<file path="config.mk">
export PLATFORM = sky130hd
export DESIGN_NAME = tccw_front
export DESIGN_NICKNAME = d
export VERILOG_FILES = /design/src/rtl/core/tccw_pkg.sv /design/src/rtl/core/tccw_front.sv
export SDC_FILE = /design/constraint.sdc
export NUM_CORES = 1
export LEC_CHECK = 0
export ABC_AREA = 1
export BUFFER_PORTS_ARGS = -buffer_cell sky130_fd_sc_hd__buf_2
export CORE_AREA = 2 2 39 41
export DETAILED_ROUTE_END_ITERATION = 10
export DIE_AREA = 0 0 41 43
export MAX_ROUTING_LAYER = met4
export PLACE_DENSITY = 0.85
export SLEW_MARGIN = 5
export SYNTH_ARGS = -nofsm -noshare
export SYNTH_HDL_FRONTEND = slang
export SYNTH_SLANG_ARGS = --single-unit
</file>
<file path="constraint.sdc">
create_clock -name vclk -period 2.46
set_input_delay 0.738 -clock vclk [all_inputs]
set_output_delay 0.738 -clock vclk [all_outputs]
set_load 0.02 [all_outputs]
</file>
<file path="src/rtl/core/tccw_pkg.sv">
// Package for the text console character writer: operation classes, queue entry,
// status structs and character constants. No dependencies.
package tccw_pkg;

    localparam int FUNC_W = 2;
    localparam int CHAR_W = 8;
    localparam int ROW_W  = 5;
    localparam int COL_W  = 7;
    localparam int CELL_W = 16;
    localparam int QDEPTH = 2;

    localparam logic [FUNC_W-1:0] FUNC_PUT   = 2'd0;
    localparam logic [FUNC_W-1:0] FUNC_READ  = 2'd1;
    localparam logic [FUNC_W-1:0] FUNC_CLEAR = 2'd2;

    localparam logic [CHAR_W-1:0] CH_TAB    = 8'h09;
    localparam logic [CHAR_W-1:0] CH_LF     = 8'h0A;
    localparam logic [CHAR_W-1:0] CH_VT     = 8'h0B;
    localparam logic [CHAR_W-1:0] CH_FF     = 8'h0C;
    localparam logic [CHAR_W-1:0] CH_CR     = 8'h0D;
    localparam logic [CHAR_W-1:0] CH_BLANK  = 8'h20;
    localparam logic [CHAR_W-1:0] CH_TILDE  = 8'h7E;
    localparam logic [CHAR_W-1:0] CH_DEL    = 8'h7F;

    localparam logic [CHAR_W-1:0] COLOR_RESET = 8'h0F;
    localparam logic [CELL_W-1:0] RESET_CELL  = {COLOR_RESET, CH_BLANK};

    typedef enum logic [3:0] {
        OP_PRINT,
        OP_NEWLINE,
        OP_VTAB,
        OP_TAB,
        OP_DEL,
        OP_IGNORE,
        OP_READ,
        OP_READ_NONE,
        OP_CLEAR,
        OP_NOP
    } op_t;

    typedef struct packed {
        op_t               op;
        logic [CHAR_W-1:0] ch;
        logic [ROW_W-1:0]  row;
        logic [COL_W-1:0]  col;
    } entry_t;

    typedef struct packed {
        logic full;
        logic empty;
    } q_status_t;

    typedef enum logic [2:0] {
        ST_INIT,
        ST_IDLE,
        ST_READ,
        ST_FILL,
        ST_COPY,
        ST_BLANK
    } state_t;

endpackage

</file>
<file path="src/rtl/core/tccw_front.sv">
// Front end of the text console writer: accepts commands and sorts each into an
// operation class for the queue. Depends on tccw_pkg.
module tccw_front #(
    parameter int COLUMNS = 80,
    parameter int ROWS    = 25
) (
    input  logic                         start,
    output logic                         busy,
    input  logic [tccw_pkg::FUNC_W-1:0]  func,
    input  logic [tccw_pkg::CHAR_W-1:0]  char_code,
    input  logic [tccw_pkg::ROW_W-1:0]   read_row,
    input  logic [tccw_pkg::COL_W-1:0]   read_col,
    input  tccw_pkg::q_status_t          q_status,
    input  logic                         init_busy,
    output logic                         push,
    output tccw_pkg::entry_t             entry
);

    tccw_pkg::op_t op;

    assign busy = q_status.full | init_busy;
    assign push = start & ~busy;

    always_comb
    begin
        op = tccw_pkg::OP_NOP;
        case (func)
            tccw_pkg::FUNC_PUT:
            begin
                if (((char_code >= tccw_pkg::CH_BLANK) && (char_code <= tccw_pkg::CH_TILDE))
                    || (char_code == tccw_pkg::CH_FF))
                    op = tccw_pkg::OP_PRINT;
                else if ((char_code == tccw_pkg::CH_CR) || (char_code == tccw_pkg::CH_LF))
                    op = tccw_pkg::OP_NEWLINE;
                else if (char_code == tccw_pkg::CH_VT)
                    op = tccw_pkg::OP_VTAB;
                else if (char_code == tccw_pkg::CH_TAB)
                    op = tccw_pkg::OP_TAB;
                else if (char_code == tccw_pkg::CH_DEL)
                    op = tccw_pkg::OP_DEL;
                else
                    op = tccw_pkg::OP_IGNORE;
            end
            tccw_pkg::FUNC_READ:
            begin
                if ((int'(read_row) < ROWS) && (int'(read_col) < COLUMNS))
                    op = tccw_pkg::OP_READ;
                else
                    op = tccw_pkg::OP_READ_NONE;
            end
            tccw_pkg::FUNC_CLEAR:
                op = tccw_pkg::OP_CLEAR;
            default:
                op = tccw_pkg::OP_NOP;
        endcase
    end

    always_comb
    begin
        entry.op  = op;
        entry.ch  = char_code;
        entry.row = read_row;
        entry.col = read_col;
    end

endmodule

</file>
==> summary.txt <==
Pwr
  – Gate power share: 100.0%
  – Switching Share: roughly 62%
  – Sequential Power Share: 0%
  – Int Pwr: between 30 and 40 uW
  – PD cells: approximately 190 nW/um2
  – Clock share of power: 0%
  – Static Leak: around 0.00032 uW
  – Net switching power figure: around 57 uW
  – Peak VDD IR: between 0.00005 and 0.00006 V

GRT
  – Vias in the first global route: roughly 390
  – First-pass GRT wire length: 1330 um
  – Gr ovfl total: 0
  – Initial antenna violation count: 0
  – Total GRT Usage: between 10% and 20%
  – Largest net degree at the start of global routing: 6

CTS
  – Post-CTS Setup Inserts: 0
  – Hold buffers post-CTS: 0
  – CTS resizes: 0

Worst setup path
  – Worst EP arrival: 1.53 ns
  – Critical path endpoint category: output port
  – Most common cell on crit path: nand2_1
  – CP peak stage delay: 0.15 ns
  – Worst path slowest cell: buf_2
  – Startpoint types: primary input
  – Family with the most delay on the worst path: simple AND/OR/NAND/NOR gates
  – Critical Path RT: approximately 1.7 ns
  – CP Buf/Inv Count: 3
  – Crit path kind: in -> out
  – Crit Path Max Fanout: 3
  – Crit path cell chain: buf_2 > inv_1 > nand2_1 > nor2_2 > a21oi_1 > nor2_2 > nand2_1 > nand2_1 > buf_2

Timing
  – Slew Viols, Final: 0
  – RSZ-0062 raised after global routing: false
  – Final period util: just over 90%
  – Worst slew margin: 90.1%
  – Setup Viol. Count Final: 0
  – Fin Setup TNS: 0 ns
  – Clock period minus worst slack: 2.27 ns
  – Endpoints failing hold: 0
  – Slew @ Worst Pin: ~0.15 ns
  – Fmax: around 440 MHz

Yosys
  – Top cells by area, synth: buf_4 37%, nand2_1 19%, inv_1 10%
  – Cells after Synth: between 70 and 80
  – Mean post-synth cell area: between 5 and 6 um2
  – Top cells by count, synth: 20 x buf_4, 20 x nand2_1, 11 x inv_1, 9 x nor2_1, 5 x nor2_2
  – Top-area cell type share of the netlist area: 37.4%
  – Post-Synthesis Net Count: 104
  – Distinct cells, synth: 13
  – Seq/Total Area, Yosys: 0%
  – Mapped Area: approximately 400 um2
  – Yosys warns: 0
  – Cell taking the most area after synthesis: buf_4

Drt
  – DR DRC count: 0
  – Vias per cell: 4.11
  – Vias: ~480
  – Antenna-violating nets left: 0
  – Pre-antenna DRT Iters: 3
  – Routed WL: roughly 850 um
  – DRT iter0 DRCs: 2
  – DR WL/cell: between 7 and 8 um

Die
  – Die Y: ~43 um
  – Die W: ~40 um
  – Initial Util: between 20% and 30%
  – Row count: 14
  – Die ar.: 1760 um2
  – Core area: roughly 1400 um2
  – I/O Pins: 52

Finish
  – Final Net Count: about 130
  – P&R area growth vs syn: 20.2%
  – Reg area: 0 um2
  – Clock buf count: 0
  – Number of diodes: 0
  – Sequential cells: 0
  – Area of the multi-input gates: between 200 and 250 um2
  – Layout cells sized above 1: approximately half
  – Non-Filler Instances: 116
  – Fillers: ~150

Placement
  – Global placement routability congestion: 0.750
  – Dpl hpwl: around 780 um
  – Post-Place Cells: 116
  – IO Port Bufs: between 40 and 50

Hold path
  – Hold Crit Depth: 0
  – Hold worst-path end: entry[0]
  – HP Class: in -> out
  – Hold Path Origin: read_col[0]

Job
  – Max-Cap Viols: 0

Status
  – Outcome: completed
worst max-delay path by stage:
| stage | startpoint | to | slack, ns | cells after the start |
|---|---|---|---|---|
| floorplan | init_busy | push | 0.32 | 2 |
| global placement | char_code[7] | entry[20] | 0.21 | 9 |
| detailed placement | char_code[7] | entry[20] | 0.18 | 9 |
| CTS | char_code[7] | entry[20] | 0.18 | 9 |
| global route | char_code[7] | entry[20] | 0.07 | 9 |
| finish | char_code[7] | entry[20] | 0.19 | 9 |
layout by cell type (no fill, tap or decap), drive strengths merged:
cell type / netlist / final
inv: 11 / 11
o21ai: 3 / 3
a21oi: 3 / 3
nor3: 1 / 1
nand2: 22 / 22
buf: 20 / 43
or2: 1 / 1
nand3b: 1 / 1
nand3: 1 / 1
nor2: 14 / 14
logic make-up (layout without fill, tap and decap cells):
kind of cell / after synthesis / after routing / share of synthesized area, %
compound gates: 6 / 6 / 7.47
buf+inv: 32 / 54 / 48.6
simple gates: 40 / 40 / 43.9
cell type report:
type               instances  area share (%)
well taps                 16            4.15
inverters                 11            8.55
repair buffers            43            44.6
multi-input cells         46            42.7
metal layers:
layer	track usage (%)	wire (um)	vias to the layer above
li1	-	-	256
met1	11.7	322	192
met2	19.1	418	29
met3	0	106	0
met4	0	0	0
met5	-	0	-
power by group through the flow:
stage | Combinational, uW | Sequential, uW | Clock [uW]
after floorplan | 78.4 | 0 | 0
after global placement | 90.9 | 0 | 0
after detailed placement | 92.7 | 0 | 0
after CTS | 93.0 | 0 | 0
after global routing | 102 | 0 | 0
final | 92.1 | 0 | 0
stage by stage:
step | utilization (%) | worst slack (ns) | area (um2) | hold WS [ns] | power, uW
final | 34.9 | 0.188 | 483 | 1.48 | 92.1
after detailed placement | 34.9 | 0.183 | 483 | 1.48 | 92.7
after CTS | 34.9 | 0.179 | 483 | 1.48 | 93.0
after floorplan | - | 0.324 | 402 | 1.59 | 78.4
after global routing | 34.9 | 0.0743 | 483 | 1.48 | 102
after global placement | 34.9 | 0.211 | 483 | 1.48 | 90.9
(Power assumes the default switching activity.)
