`src/rtl/core/tccw_pkg.sv`:
```
// Package for the text console character writer: operation classes, queue entry,
// status structs and character constants. No dependencies.
package tccw_pkg;

    localparam int FUNC_W = 2;
    localparam int CHAR_W = 8;
    localparam int ROW_W  = 5;
    localparam int COL_W  = 7;
    localparam int CELL_W = 16;
    localparam int QDEPTH = 2;

    localparam logic [FUNC_W-1:0] FUNC_PUT   = 2'd0;
    localparam logic [FUNC_W-1:0] FUNC_READ  = 2'd1;
    localparam logic [FUNC_W-1:0] FUNC_CLEAR = 2'd2;

    localparam logic [CHAR_W-1:0] CH_TAB    = 8'h09;
    localparam logic [CHAR_W-1:0] CH_LF     = 8'h0A;
    localparam logic [CHAR_W-1:0] CH_VT     = 8'h0B;
    localparam logic [CHAR_W-1:0] CH_FF     = 8'h0C;
    localparam logic [CHAR_W-1:0] CH_CR     = 8'h0D;
    localparam logic [CHAR_W-1:0] CH_BLANK  = 8'h20;
    localparam logic [CHAR_W-1:0] CH_TILDE  = 8'h7E;
    localparam logic [CHAR_W-1:0] CH_DEL    = 8'h7F;

    localparam logic [CHAR_W-1:0] COLOR_RESET = 8'h0F;
    localparam logic [CELL_W-1:0] RESET_CELL  = {COLOR_RESET, CH_BLANK};

    typedef enum logic [3:0] {
        OP_PRINT,
        OP_NEWLINE,
        OP_VTAB,
        OP_TAB,
        OP_DEL,
        OP_IGNORE,
        OP_READ,
        OP_READ_NONE,
        OP_CLEAR,
        OP_NOP
    } op_t;

    typedef struct packed {
        op_t               op;
        logic [CHAR_W-1:0] ch;
        logic [ROW_W-1:0]  row;
        logic [COL_W-1:0]  col;
    } entry_t;

    typedef struct packed {
        logic full;
        logic empty;
    } q_status_t;

    typedef enum logic [2:0] {
        ST_INIT,
        ST_IDLE,
        ST_READ,
        ST_FILL,
        ST_COPY,
        ST_BLANK
    } state_t;

endpackage

```
`src/rtl/core/tccw_queue.sv`:
```
// Short queue of classified operations between the front and back ends.
// Depends on tccw_pkg.
module tccw_queue (
    input  logic                clk,
    input  logic                rst_n,
    input  logic                push,
    input  tccw_pkg::entry_t    push_entry,
    input  logic                pop,
    output tccw_pkg::entry_t    head_entry,
    output tccw_pkg::q_status_t q_status
);

    localparam int PW = (tccw_pkg::QDEPTH > 1) ? $clog2(tccw_pkg::QDEPTH) : 1;
    localparam int CW = $clog2(tccw_pkg::QDEPTH + 1);

    tccw_pkg::entry_t slot_reg [tccw_pkg::QDEPTH];
    logic [PW-1:0] wr_ptr_reg, wr_ptr_next;
    logic [PW-1:0] rd_ptr_reg, rd_ptr_next;
    logic [CW-1:0] count_reg, count_next;
    logic          do_push, do_pop;

    assign q_status.full  = (count_reg == CW'(tccw_pkg::QDEPTH));
    assign q_status.empty = (count_reg == '0);
    assign do_push = push & ~q_status.full;
    assign do_pop  = pop & ~q_status.empty;
    assign head_entry = slot_reg[rd_ptr_reg];

    always_comb
    begin
        wr_ptr_next = wr_ptr_reg;
        rd_ptr_next = rd_ptr_reg;
        count_next  = count_reg;
        if (do_push)
            wr_ptr_next = (wr_ptr_reg == PW'(tccw_pkg::QDEPTH - 1)) ? '0 : wr_ptr_reg + 1'b1;
        if (do_pop)
            rd_ptr_next = (rd_ptr_reg == PW'(tccw_pkg::QDEPTH - 1)) ? '0 : rd_ptr_reg + 1'b1;
        if (do_push && !do_pop)
            count_next = count_reg + 1'b1;
        else if (do_pop && !do_push)
            count_next = count_reg - 1'b1;
    end

    always_ff @(posedge clk or negedge rst_n)
    begin
        if (!rst_n)
        begin
            wr_ptr_reg <= '0;
            rd_ptr_reg <= '0;
            count_reg  <= '0;
        end
        else
        begin
            wr_ptr_reg <= wr_ptr_next;
            rd_ptr_reg <= rd_ptr_next;
            count_reg  <= count_next;
        end
    end

    always_ff @(posedge clk)
    begin
        if (do_push)
            slot_reg[wr_ptr_reg] <= push_entry;
    end

endmodule

```
`config.mk`:
```
export PLATFORM = sky130hd
export DESIGN_NAME = tccw_queue
export DESIGN_NICKNAME = d
export VERILOG_FILES = /design/src/rtl/core/tccw_pkg.sv /design/src/rtl/core/tccw_queue.sv
export SDC_FILE = /design/constraint.sdc
export NUM_CORES = 1
export LEC_CHECK = 0
export ABC_CLOCK_PERIOD_IN_PS = 3000
export BUFFER_PORTS_ARGS = -buffer_cell sky130_fd_sc_hd__buf_4
export CAP_MARGIN = 20
export CELL_PAD_IN_SITES_DETAIL_PLACEMENT = 0
export CELL_PAD_IN_SITES_GLOBAL_PLACEMENT = 2
export CORE_MARGIN = 10
export CORE_UTILIZATION = 37
export CTS_CLUSTER_DIAMETER = 60
export DETAILED_ROUTE_END_ITERATION = 10
export PLACE_DENSITY = 0.82
export SYNTH_ARGS = -nofsm -noshare
export SYNTH_HDL_FRONTEND = slang
export SYNTH_SLANG_ARGS = --single-unit
```
`constraint.sdc`:
```
create_clock -name clk -period 3 [get_ports clk]
set_input_delay 0.15 -clock clk [delete_from_list [all_inputs] [get_ports clk]]
set_output_delay 0.15 -clock clk [all_outputs]
set_load 0.03 [all_outputs]
```
==> reports/results.ini <==
[status]
status = finished clean

[synth]
synth.avg_cell_area_um2 = 21.6
yosys.area.top_type = edfxtp_1
seq_area_frac_synth = 0.759
synth_top_area_share = 0.710
ys_ff_latch = 52
syn_nets = 123
yosysWarnings = 0
syn_area_mm2 = 0.00203
ys.flop_type = edfxtp_1
netlist_instances = 94
synth_edf_count = 48
synthTopCellsByCount = edfxtp_1 (48), mux2_4 (19), mux2_2 (5)
synthArstFlopShare = 0.0769
synthMostInstantiatedCell = edfxtp_1
synth_cell_types = 15
synth_area_leaders = edfxtp_1 (71%), mux2_4 (14%), dfrtp_1 (4.9%)

[timing]
worst_slew_pin_slew_ns = 0.586
hold_slack_ns = 0.0341
slew_viol_final = 0
finalSetupViolCount = 0
slew_headroom = 0.609
period_needed_ns = 2.05
fin_skew_ns = 0.00290
final-hold-violation-count = 0
rsz0062_at_grt = no
final.setup.tns_ns = 0
min_period_over_period = 0.684
max_freq_mhz = 487

[power_and_ir_drop]
p_comb_frac = 0.412
power.share.sequential = 0.393
power_per_cell_area_mw_per_mm2 = 1050
peakVddDrop_uv = 595
p_leak_nw = 1.06
power.switching_uw = 928
pwr-share-clk = 0.195
power.internal_mw = 1.83
p_sw_frac = 0.336

[hold_path]
hold-path-cell-count = 1
min_path_type = in -> reg

[route]
dr.pass1.iters = 2
totalWireLength_mm = 3.68
wl_met3_um = 374
highest_layer = met4
avgViaCountPerCell = 4.43
wl_met1_mm = 1.67
post_drt_wl_per_cell_um = 16.4
drc_errors = 0
met2_length_mm = 1.61
vias = 997
drt_iter0_markers = 81
ant_nets = 0

[placed_design]
hpwl_mm = 2.83
portBuffers = 53
place.gp.congestion = 0.673

[floorplan]
row_count = 26
start_util = 0.390
coreArea_mm2 = 0.00520
die_area_mm2 = 0.00885
die_width_um = 94.1
io_pins = 54
dieHeight_um = 94.1

[global_routing]
grt_overflow_total = 0
grt_max_degree = 18
grt_pass1_wl_mm = 5.84
grt_use_total = 0.0866
grt_pass1_vias = 1101
antenna_found_initial = 0

[layout]
largest_register_ffs = 48
area_growth_pct = 29.5
antenna_cells = 0
drive_gt1_frac = 0.568
nets = 184

[clocking]
postCtsHoldBufs = 1
cts_tree = built
postCtsSetupRepairBufs = 0
clkTransAtPathRegs_ns = 0.09
clockBufferDepth = 2
clk-insertion-delay-late_ns = 0.29
cts_htree_levels = 2
numCtsBuffers = 5
clock-sinks = 52
root_buffer = clkbuf_8
cts_resized = 0

[critical_path]
start_kind = register
worstPathArrival_ns = 1.90
crit_fanout = 17
end_kind = output pin
reg2regPathDepth = 4
required_ns = 2.85
crit_type = reg -> out

[flow_run]
cap_violations = 0

## per-layer routing
layer | track usage | vias to the layer above
met5 | 0 | -
met4 | 0.0266 | 0
met3 | 0.0496 | 3
met2 | 0.127 | 42
met1 | 0.105 | 477
li1 | - | 475
## final cells by class
| cell class | count | area, µm² |
|---|---|---|
| clock buffers | 5 | 68.8 |
| clock inverters | 2 | 60.1 |
| fillers | 456 | 2580 |
| inverters | 2 | 7.51 |
| multi-input cells | 37 | 433 |
| flip-flops and latches | 52 | 1540 |
| well taps | 70 | 87.6 |
| repair buffers | 57 | 430 |
## worst max-delay path, stage by stage (launching register included)
cell and delay [ns]:
dfrtp_1 0.67, buf_4 0.39, mux2_2 0.38, buf_4 0.17
## stage by stage
step	instances	util	area, µm²	setup WS, ns	power, mW
finish	225	0.505	2630	0.948	2.76
global route	225	0.505	2630	0.823	2.91
CTS	225	0.505	2630	0.918	2.80
detailed placement	217	0.478	2490	1.16	2.26
global placement	217	0.478	2490	1.23	2.24
floorplan	94	-	2030	0.922	1.94
## kinds of logic after synthesis
| logic type | count (synthesis) | share of synthesized area |
|---|---|---|
| AO/OA/AOI/OAI | 1 | 0.00246 |
| multiplexers | 24 | 0.168 |
| XOR/XNOR | 5 | 0.0216 |
| AND/OR/NAND/NOR | 6 | 0.0136 |
| adder cells (fa/ha/maj) | 1 | 0.00616 |
| flip-flops | 52 | 0.759 |
| buffers and inverters | 5 | 0.0290 |
## power by group through the flow
| stage | combinational (mW) | sequential (mW) | clock (mW) |
|---|---|---|---|
| 2_1_floorplan | 0.880 | 1.06 | 0 |
| 3_3_place_gp | 1.14 | 1.09 | 0 |
| 3_5_place_dp | 1.16 | 1.10 | 0 |
| 4_1_cts | 1.17 | 1.09 | 0.551 |
| 5_1_grt | 1.21 | 1.11 | 0.586 |
| 6_report | 1.14 | 1.08 | 0.537 |
## worst paths after layout
check                              start        endpoint  slack (ns)
hold reg to reg               wr_ptr_reg      wr_ptr_reg        0.53
hold / removal             push_entry[7]  slot_reg[1][7]        0.03
min in group asynchronous          rst_n    count_reg[1]        0.19
setup / recovery              rd_ptr_reg   head_entry[1]        0.95
setup reg to reg            count_reg[0]  slot_reg[0][8]        1.16
max in group asynchronous          rst_n      rd_ptr_reg        2.71
## cells in the final DEF, fill, tap and decap left out, types with 2 or more instances in the layout
master,instances
nor2_1,2
mux2_2,5
clkbuf_8,5
inv_1,2
bufinv_16,2
xnor2_1,3
mux2_4,19
edfxtp_1,48
dfrtp_1,4
xor2_1,2
buf_4,56
(Power assumes the default switching activity.)
